`src/rtl/drn_pkg.sv`:
```
`default_nettype none

package drn_pkg;

	localparam int unsigned MAX_ITERATIONS = 8;
	localparam int unsigned STEP_W = 7;

	localparam logic [1:0] STATUS_CONVERGED = 2'd0;
	localparam logic [1:0] STATUS_INVALID = 2'd1;
	localparam logic [1:0] STATUS_CAP = 2'd2;

	localparam logic [10:0] EXP_TOO_LARGE = 11'h7FD;
	localparam logic [11:0] EXP_FOLD = 12'd2045;
	localparam logic [11:0] EXP_BIAS = 12'd1023;

	// 1.0 - 1e-9 and 1.0 + 1e-9, each rounded to double
	localparam logic [63:0] BAND_LO = 64'h3FEF_FFFF_FF76_8FA1;
	localparam logic [63:0] BAND_HI = 64'h3FF0_0000_0044_B830;

	localparam logic [2:0] FM_PARTS = 3'd4;
	localparam logic [2:0] FM_ROUND = 3'd5;

	typedef struct packed {
		logic        start;
		logic [63:0] a;
		logic [63:0] b;
	} fmul_req_t;

	typedef struct packed {
		logic        done;
		logic [63:0] res;
	} fmul_rsp_t;

endpackage

`default_nettype wire

```
`src/rtl/drn_fmul.sv`:
```
`default_nettype none

module drn_fmul (
	input  wire logic               clk,
	input  wire logic               arst_n,
	input  wire drn_pkg::fmul_req_t req,
	output drn_pkg::fmul_rsp_t      rsp
);

	logic          run_q;
	logic [2:0]    cnt_q;
	logic          done_q;
	logic [52:0]   ma_q;
	logic [52:0]   mb_q;
	logic [11:0]   ex_q;
	logic [53:0]   pp_q;
	logic [105:0]  acc_q;
	logic [63:0]   res_q;

	logic [26:0]   op_a;
	logic [26:0]   op_b;
	logic [53:0]   prod;
	logic [105:0]  pp_sh;

	logic          norm;
	logic [52:0]   mant;
	logic          guard;
	logic          sticky;
	logic          up;
	logic [53:0]   rnd;
	logic [11:0]   rexp;
	logic [51:0]   rfrac;

	// partial product order: lo*lo, lo*hi, hi*lo, hi*hi
	always_comb begin
		case (cnt_q[1:0])
			2'd0: begin
				op_a = ma_q[26:0];
				op_b = mb_q[26:0];
			end
			2'd1: begin
				op_a = ma_q[26:0];
				op_b = {1'b0, mb_q[52:27]};
			end
			2'd2: begin
				op_a = {1'b0, ma_q[52:27]};
				op_b = mb_q[26:0];
			end
			default: begin
				op_a = {1'b0, ma_q[52:27]};
				op_b = {1'b0, mb_q[52:27]};
			end
		endcase
	end

	assign prod = {27'b0, op_a} * {27'b0, op_b};

	always_comb begin
		case (cnt_q)
			3'd1:       pp_sh = {52'b0, pp_q};
			3'd2, 3'd3: pp_sh = {25'b0, pp_q, 27'b0};
			default:    pp_sh = {pp_q[51:0], 54'b0};
		endcase
	end

	always_comb begin
		norm   = acc_q[105];
		mant   = norm ? acc_q[105:53] : acc_q[104:52];
		guard  = norm ? acc_q[52] : acc_q[51];
		sticky = norm ? (|acc_q[51:0]) : (|acc_q[50:0]);
		up     = guard & (sticky | mant[0]);
		rnd    = {1'b0, mant} + {53'b0, up};
		rexp   = ex_q - drn_pkg::EXP_BIAS + {11'b0, norm} + {11'b0, rnd[53]};
		rfrac  = rnd[53] ? 52'b0 : rnd[51:0];
	end

	always_ff @(posedge clk or negedge arst_n) begin
		if (!arst_n) begin
			run_q  <= 1'b0;
			cnt_q  <= 3'd0;
			done_q <= 1'b0;
		end else begin
			done_q <= 1'b0;
			if (req.start) begin
				run_q <= 1'b1;
				cnt_q <= 3'd0;
			end else if (run_q) begin
				cnt_q <= cnt_q + 3'd1;
				if (cnt_q == drn_pkg::FM_ROUND) begin
					run_q  <= 1'b0;
					done_q <= 1'b1;
				end
			end
		end
	end

	always_ff @(posedge clk) begin
		if (req.start) begin
			ma_q  <= {1'b1, req.a[51:0]};
			mb_q  <= {1'b1, req.b[51:0]};
			ex_q  <= {1'b0, req.a[62:52]} + {1'b0, req.b[62:52]};
			acc_q <= '0;
		end else if (run_q) begin
			if (cnt_q < drn_pkg::FM_PARTS) begin
				pp_q <= prod;
			end
			if (cnt_q != 3'd0 && cnt_q <= drn_pkg::FM_PARTS) begin
				acc_q <= acc_q + pp_sh;
			end
			if (cnt_q == drn_pkg::FM_ROUND) begin
				res_q <= {1'b0, rexp[10:0], rfrac};
			end
		end
	end

	assign rsp.done = done_q;
	assign rsp.res  = res_q;

endmodule

`default_nettype wire

```
`src/rtl/double_reciprocal_newton.sv`:
```
`default_nettype none

// reciprocal of a positive normal double by newton iteration
// input: a beat is taken at a rising edge with start high and busy low;
// operand_bits carries the double to invert
// output: done is high for one cycle with reciprocal_bits, status and
// steps_taken; the receiver cannot stall, the result must be taken then
// status 0 converged, 1 invalid or out-of-range input, 2 iteration cap
// invalid input: done follows one cycle after the beat, busy stays low
// valid input: 9 + 15 * n cycles for n correction steps, set by the
// shared multiplier (27 x 27 bits, four partial products, seven
// cycles per double multiply, two multiplies and one band check per step)
// busy is high from the cycle after a valid beat until done; one item at a
// time, the next beat may come in the cycle done is shown
// reset clears the sequencer and the strobe; no result is pending after it

module double_reciprocal_newton (
	input  wire logic        clk,
	input  wire logic        arst_n,
	input  wire logic        start,
	output logic             busy,
	input  wire logic [63:0] operand_bits,
	output logic             done,
	output logic [63:0]      reciprocal_bits,
	output logic [1:0]       status,
	output logic [6:0]       steps_taken
);

	typedef enum logic [3:0] {
		S_IDLE = 4'b0001,
		S_WP   = 4'b0010,
		S_CHK  = 4'b0100,
		S_WX   = 4'b1000
	} state_t;

	state_t             state_q;
	logic               done_q;
	logic [63:0]        a_q;
	logic [63:0]        x_q;
	logic [63:0]        p_q;
	logic [6:0]         steps_q;
	logic [63:0]        rec_q;
	logic [1:0]         stat_q;
	logic [6:0]         steps_out_q;

	drn_pkg::fmul_req_t req;
	drn_pkg::fmul_rsp_t rsp;

	logic               accept;
	logic               invalid;
	logic [11:0]        x0_exp;
	logic [63:0]        x0;
	logic               outband;
	logic               at_cap;
	logic [53:0]        v;
	logic [52:0]        t_mant;
	logic [63:0]        t_bits;

	assign accept  = start && (state_q == S_IDLE);
	assign invalid = operand_bits[63] || (operand_bits[62:52] == 11'd0) ||
	                 (operand_bits[62:52] >= drn_pkg::EXP_TOO_LARGE);
	assign x0_exp  = drn_pkg::EXP_FOLD - {1'b0, operand_bits[62:52]};
	assign x0      = {1'b0, x0_exp[10:0], 52'b0};

	assign outband = (p_q < drn_pkg::BAND_LO) || (drn_pkg::BAND_HI < p_q);
	assign at_cap  = (steps_q == drn_pkg::STEP_W'(drn_pkg::MAX_ITERATIONS));

	// 2 - p for p in [0.5, 1)
	assign v      = 54'd0 - {1'b0, 1'b1, p_q[51:0]};
	assign t_mant = v[53:1] + {52'b0, v[0] & v[1]};
	assign t_bits = {1'b0, drn_pkg::EXP_BIAS[10:0], t_mant[51:0]};

	always_comb begin
		req.start = 1'b0;
		req.a     = a_q;
		req.b     = x_q;
		case (state_q)
			S_IDLE: begin
				req.start = accept && !invalid;
				req.a     = operand_bits;
				req.b     = x0;
			end
			S_CHK: begin
				req.start = outband && !at_cap;
				req.a     = x_q;
				req.b     = t_bits;
			end
			S_WX: begin
				req.start = rsp.done;
				req.a     = a_q;
				req.b     = rsp.res;
			end
			default: begin
				req.start = 1'b0;
			end
		endcase
	end

	drn_fmul u_fmul (
		.clk    (clk),
		.arst_n (arst_n),
		.req    (req),
		.rsp    (rsp)
	);

	always_ff @(posedge clk or negedge arst_n) begin
		if (!arst_n) begin
			state_q <= S_IDLE;
			done_q  <= 1'b0;
			steps_q <= 7'd0;
		end else begin
			done_q <= 1'b0;
			case (state_q)
				S_IDLE: begin
					if (accept) begin
						if (invalid) begin
							done_q <= 1'b1;
						end else begin
							steps_q <= 7'd0;
							state_q <= S_WP;
						end
					end
				end
				S_WP: begin
					if (rsp.done) begin
						state_q <= S_CHK;
					end
				end
				S_CHK: begin
					if (!outband || at_cap) begin
						done_q  <= 1'b1;
						state_q <= S_IDLE;
					end else begin
						steps_q <= steps_q + 7'd1;
						state_q <= S_WX;
					end
				end
				S_WX: begin
					if (rsp.done) begin
						state_q <= S_WP;
					end
				end
				default: begin
					state_q <= S_IDLE;
				end
			endcase
		end
	end

	always_ff @(posedge clk) begin
		case (state_q)
			S_IDLE: begin
				if (accept) begin
					a_q <= operand_bits;
					x_q <= x0;
					if (invalid) begin
						rec_q       <= 64'd0;
						stat_q      <= drn_pkg::STATUS_INVALID;
						steps_out_q <= 7'd0;
					end
				end
			end
			S_WP: begin
				if (rsp.done) begin
					p_q <= rsp.res;
				end
			end
			S_CHK: begin
				if (!outband || at_cap) begin
					rec_q       <= x_q;
					stat_q      <= outband ? drn_pkg::STATUS_CAP : drn_pkg::STATUS_CONVERGED;
					steps_out_q <= steps_q;
				end
			end
			S_WX: begin
				if (rsp.done) begin
					x_q <= rsp.res;
				end
			end
			default: begin
				a_q <= a_q;
			end
		endcase
	end

	assign busy            = (state_q != S_IDLE);
	assign done            = done_q;
	assign reciprocal_bits = rec_q;
	assign status          = stat_q;
	assign steps_taken     = steps_out_q;

endmodule

`default_nettype wire

```
`config.mk`:
```
export PLATFORM = sky130hd
export DESIGN_NAME = double_reciprocal_newton
export DESIGN_NICKNAME = d
export VERILOG_FILES = /design/src/rtl/drn_pkg.sv /design/src/rtl/drn_fmul.sv /design/src/rtl/double_reciprocal_newton.sv
export SDC_FILE = /design/constraint.sdc
export NUM_CORES = 2
export LEC_CHECK = 0
export ABC_AREA = 1
export BUFFER_PORTS_ARGS = -buffer_cell sky130_fd_sc_hd__buf_4
export CAP_MARGIN = 20
export CORE_MARGIN = 10
export CORE_UTILIZATION = 25
export DETAILED_ROUTE_END_ITERATION = 6
export SKIP_CTS_REPAIR_TIMING = 1
export SLEW_MARGIN = 20
export SYNTH_ARGS = -nofsm -noshare
export SYNTH_HDL_FRONTEND = slang
export SYNTH_SLANG_ARGS = --single-unit
```
`constraint.sdc`:
```
create_clock -name clk -period 9.46 [get_ports clk]
set_clock_uncertainty 0.1 [all_clocks]
set_input_delay 0.946 -clock clk [delete_from_list [all_inputs] [get_ports clk]]
set_output_delay 0.946 -clock clk [all_outputs]
set_load 0.02 [all_outputs]
```
After elaboration in Yosys (flattened, before gate mapping)
Cells that the tools add are included.
{"block": "word_totals", "reg_bits": 618, "in_bits": 67, "output_inout_bits": 75}
{"block": "op_classes", "add_sub_neg": 11, "n_mul": 1, "order_cmp": 5, "n_eq_ne": 19, "n_mux": 46, "n_bitwise": 4, "n_reduce_logical": 31}
{"cell": "$pmux 127 s3", "count": 1}
{"cell": "$mux 64", "count": 5}
{"cell": "$pmux 64 s2", "count": 2}
{"cell": "$pmux 106 s2", "count": 1}
{"cell": "$add 106x106->106", "count": 1}
{"cell": "$lt 62x63->1 const A", "count": 1}
{"cell": "$lt 63x62->1 const B", "count": 1}
{"cell": "$add 53x1->54", "count": 1}
{"cell": "$mul 27x27->54", "count": 1}
{"cell": "$mux 27", "count": 2}
{"cell": "$mux 53", "count": 1}
{"cell": "$sub 1x53->53 const A", "count": 1}
{"cell": "$add 52x1->52", "count": 1}
{"cell": "$reduce_or 52->1", "count": 1}
{"cell": "$reduce_or 51->1", "count": 1}
{"cell": "$mux 7", "count": 6}
{"cell": "$pmux 7 s2", "count": 2}
{"cell": "$add 11x1->11", "count": 2}
{"cell": "$mux 4", "count": 5}
{"cell": "$pmux 4 s4", "count": 1}
{"cell": "$reduce_and 4->1", "count": 3}
{"cell": "$add 11x11->11", "count": 1}
{"cell": "$ge 11x11->1 const B", "count": 1}
{"cell": "$logic_not 11->1", "count": 1}
{"cell": "other kinds (37)", "count": 74}

Depth between registers and ports, before layout
{"block": "logic_depth", "word_depth": 8, "depth_mapped": 33, "mapped_depth_nobuf": 31}

Modules after synthesis
Synthesis repeated with hierarchy kept, for this count alone.
{"block": "unflattened", "cells_unflattened": 8771, "area_unflattened_um2": 65152.5}
{"module": "drn_fmul", "n_inst": 1, "cells_per_inst": 7109, "area_each_um2": 50228.2}
{"module": "double_reciprocal_newton", "n_inst": 1, "cells_per_inst": 1662, "area_each_um2": 14924.3}

Least setup slack after synthesis
OpenSTA, ideal clock, no wires.
{"block": "synth_path", "kind": "reg2reg", "start": "reg u_fmul.cnt_q[0]", "end": "reg u_fmul.pp_q[42] (data pin)", "setup_ns": 0.259, "arrival_ns": 7.436, "setup_slack_ns": 1.665, "stages_incl_launch_ff": 31, "path_buffers": 3, "path_cell_list": "dfrtp_1 -> inv_1 -> ha_1 -> nor2_1 -> clkbuf_1 -> clkbuf_1 -> nand2_1 -> o21ai_1 -> clkbuf_1 -> nand2_1 -> fa_1 -> inv_1 -> fa_1 -> inv_1 -> fa_1 -> inv_1 -> fa_1 -> fa_1 -> fa_1 -> inv_1 -> fa_1 -> inv_1 -> ha_1 -> nand2_1 -> nor2_1 -> nand2_1 -> nor4_1 -> a21oi_1 -> o21ai_0 -> a21oi_1 -> xnor2_1"}
{"block": "synth_between", "elab_chain_len": 4}
{"item": "start: declaration", "line": "drn_fmul.sv:11", "source": "logic [2:0] cnt_q;"}
{"item": "start signal: assignment", "line": "drn_fmul.sv:88", "source": "cnt_q <= cnt_q + 3'd1;"}
{"item": "$eq 2x1->1 (tied with other cells)", "line": "drn_fmul.sv:36", "source": "case (cnt_q[1:0])"}
{"item": "$reduce_or 2->1 (no source line)"}
{"item": "$mux 27", "line": "drn_fmul.sv:36"}
{"item": "$mul 27x27->54 *", "line": "drn_fmul.sv:56", "source": "assign prod = {27'b0, op_a} * {27'b0, op_b};"}
{"item": "via u_fmul.prod[42]", "line": "drn_fmul.sv:22", "source": "logic [53:0] prod;"}
{"item": "end signal: assignment", "line": "drn_fmul.sv:105", "source": "pp_q <= prod;"}
{"item": "end: declaration", "line": "drn_fmul.sv:16", "source": "logic [53:0] pp_q;"}
The timed path passes the listed nets; every way through them passes the cells marked *.
A chain may end at the register's enable or synchronous reset.

Worst setup path in the final report
Ends and elaborated chain as after synthesis.

==> qor.yml <==
run_status:
  status: "complete, no violations"
flow_run:
  maxCapViolCount: 0
global_routing:
  grt_start_max_net_pins: 74
  grt_pass1_wl_um: 361000
  antenna_found_initial: 3
  globalRouteOverflowTotal: 0
  grt_pass1_vias: 54700
  grt_usage_pct: 17.6
floorplanning:
  initial_core_util_pct: 25.1
  die_h_um: 520
  die-area_mm2: 0.270
  die_w_um: 520
  io_pins: 142
  rows: 183
  core_area_mm2: 0.249
worst_setup_path:
  rr_worst_depth: 29
  arrival_ps: 9230
  worstSetupPathType: "flop to flop"
  timing.rr.start: "u_fmul.cnt_q[0]$_DFFE_PN0P_"
  critical_path_required_ps: 9800
  path_max_fanout: 44
  r2r_end: "u_fmul.pp_q[42]$_DFFE_PP_"
  slowest_stage: "fa_1"
  r2r_slack_ps: 570
  cp-endpoint: "u_fmul.pp_q[42]$_DFFE_PP_"
  start_kind: "flop"
  cpPeakStageDelay_ps: 690
  critPathLaunch: "u_fmul.cnt_q[0]$_DFFE_PN0P_"
  crit_path_end_kind: "flop"
logic_synthesis:
  synth_cell_types: 70
  muxShareOfSynthArea_pct: 0
  synth-xor-area-share_pct: 1.88
  yosysWarnings: 0
  ys_seq_elements: 616
  ys_seq_area_share_pct: 27.8
  yosys.area_share.simple_pct: 22.5
  synth_compound_area_share_pct: 9.98
  synth-edff-count: 493
  synth_top_family_by_area: "adder cells"
  synthesis.area_mm2: 0.0625
  syn_inst: 8048
  avgSynthCellArea_um2: 7.76
  synth_ff_type: "edfxtp_1"
  syn-num-nets: 9063
  synthArstFlopShare_pct: 2.76
  synth_fa_ha_area_share_pct: 26.5
routing:
  wl_um: 245000
  viasPerCell: 4.84
  drtIter0Drc: 5921
  ant_nets: 0
  wl_per_cell_um: 21.2
  post-route-drc-count: 0
  num_vias: 55800
  drt_first_pass_iters: 7
placed_design:
  io_buffers: 140
  dpl-instance-area_mm2: 0.0678
  dp_hpwl_um: 199000
  gp_congestion: 1.04
timing:
  fin_tns_setup_ps: 0
  max_freq_ghz: 0.112
  maxSlewViolCount: 0
  hold_violations: 0
  tightest_slew_ps: 1170
  rsz0062_at_grt: "no"
  period_needed_ps: 8890
  max_slew_margin_pct: 21.6
  setup_violations: 0
  fin_crit_sh_pct: 94.0
final_layout:
  drive_gt1_share_pct: 6.74
  seq_area_mm2: 0.0174
  fin_area_mm2: 0.0703
  fin_nets: 9163
  multi_input_area_mm2: 0.0383
  final_core_util_pct: 28.3
  syn2layout_area_growth_pct: 12.6
  fillers: 27100
hold_path:
  hold_path_class: "input port to asynchronous set/reset pin"
clocking:
  cts-root-buf: "clkbuf_16"
  cts_tree: "done"
  clk_pin_slew_ps: 60
  h-tree-depth: 3
  cts.sinks: 616
  insertion_delay_ps: 730
  ctsLongestPathBuffers: 3
  cts_made_buffers: 73
## flip-flops by register name, indices dropped and copies added, names as in the netlist
signal and count:
steps_taken 7, p_q 63, a_q 63, state_q 4
steps_q 7, u_fmul.cnt_q 3, u_fmul.mb_q 52, u_fmul.done_q 1
x_q 63, u_fmul.res_q 63, u_fmul.acc_q 106, u_fmul.pp_q 54
done 1, u_fmul.ma_q 52, status 2, u_fmul.run_q 1
u_fmul.ex_q 11, reciprocal_bits 63
## worst min-delay path by stage
stage | start | end | slack (ps) | cells after the start
detailed placement | u_fmul.res_q[56]$_DFFE_PP_ | p_q[56]$_DFFE_PP_ | 340 | 0
global route | arst_n | done$_DFF_PN0_ | 20 | 1
global placement | u_fmul.res_q[49]$_SDFFCE_PP0P_ | p_q[49]$_DFFE_PP_ | 330 | 0
finish | arst_n | done$_DFF_PN0_ | 30 | 1
CTS | arst_n | steps_q[0]$_DFFE_PN0P_ | -20 | 1
floorplan | u_fmul.res_q[0]$_SDFFCE_PP0P_ | p_q[0]$_DFFE_PP_ | 330 | 0
## per-stage QoR
step	hold slack (ps)	std cells	worst slack [ps]
3_5_place_dp	341	11400	608
6_report	29.4	11500	571
5_1_grt	22.6	11500	112
3_3_place_gp	334	11400	678
4_1_cts	-19.4	11500	616
2_1_floorplan	326	8048	1670
## cell families after synthesis
| logic type | after synthesis |
|---|---|
| simple gates | 3406 |
| buf+inv | 1853 |
| compound gates | 1090 |
| fa+ha+maj | 948 |
| flops | 616 |
| xor+xnor | 134 |
| other cells | 1 |
## Yosys cell counts (9+ instances only)
master	count	area share, %
nor2_2	28	0.28
inv_2	28	0.17
o211ai_1	23	0.28
nor2_1	1068	6.4
clkbuf_1	189	1.1
dfxtp_1	106	3.4
xnor2_1	33	0.46
or2_2	39	0.39
nand4_1	82	0.82
nand3_1	329	2.6
clkinv_1	17	0.10
dfrtp_1	16	0.64
inv_1	1593	9.6
ha_1	321	6.4
a31oi_1	16	0.16
a21o_1	15	0.18
a21oi_2	10	0.14
nor4_1	39	0.39
o21ai_1	70	0.56
a21oi_1	458	3.7
buf_2	11	0.088
fa_1	627	20
o21a_1	13	0.16
o21bai_1	16	0.19
nand2_2	14	0.14
nand3b_1	27	0.32
o21ai_2	12	0.17
xor2_1	101	1.4
a21boi_0	9	0.11
nor3_1	62	0.50
edfxtp_1	493	24
nand2_1	1685	10
o21ai_0	300	2.4
o22ai_1	57	0.57
a221o_1	61	0.98
## placed cells by master (no fill, tap or decap), types with 30 or more instances in the layout
| cell type | count |
|---|---|
| nand2_1 | 1682 |
| inv_1 | 1591 |
| nor2_1 | 1061 |
| fa_1 | 627 |
| edfxtp_1 | 493 |
| a21oi_1 | 458 |
| nand3_1 | 329 |
| ha_1 | 321 |
| o21ai_0 | 282 |
| buf_4 | 239 |
| dfxtp_1 | 105 |
| xor2_1 | 101 |
| nand4_1 | 82 |
| clkbuf_16 | 73 |
| o21ai_1 | 63 |
| a221o_1 | 61 |
| nor3_1 | 59 |
| o22ai_1 | 57 |
| or2_2 | 39 |
| nor4_1 | 39 |
| xnor2_1 | 33 |
| inv_2 | 31 |
| o21ai_2 | 30 |
## layout make-up
cell class                      count  area share (%)
Multi-Input combinational cell   5579            54.4
Sequential cell                   616            24.7
Inverter                         1638            8.74
Tap cell                         3330            5.92
Clock buffer                       86            2.69
Timing Repair Buffer              240            2.58
Clock inverter                     48           0.937
Antenna cell                        1         0.00356
## routing by layer
layer,track usage [%],up-vias,wire [um]
li1,-,25600,-
met1,24.3,27200,106000
met2,26.8,2568,106000
met3,3.22,454,21600
met4,7.20,6,12300
met5,0,-,34
## critical path: cells and delay by family, from the launching register on
kind            cells  cell delay (ps)
fa+ha+maj           9             4480
buf+inv             9             1700
flops               1              400
compound gates      4              720
xor+xnor            1              150
simple gates        6             1080
Power is left out: the tool's default activity adds up to more than one toggle a clock period on the data nets, which glitch-free logic cannot reach.
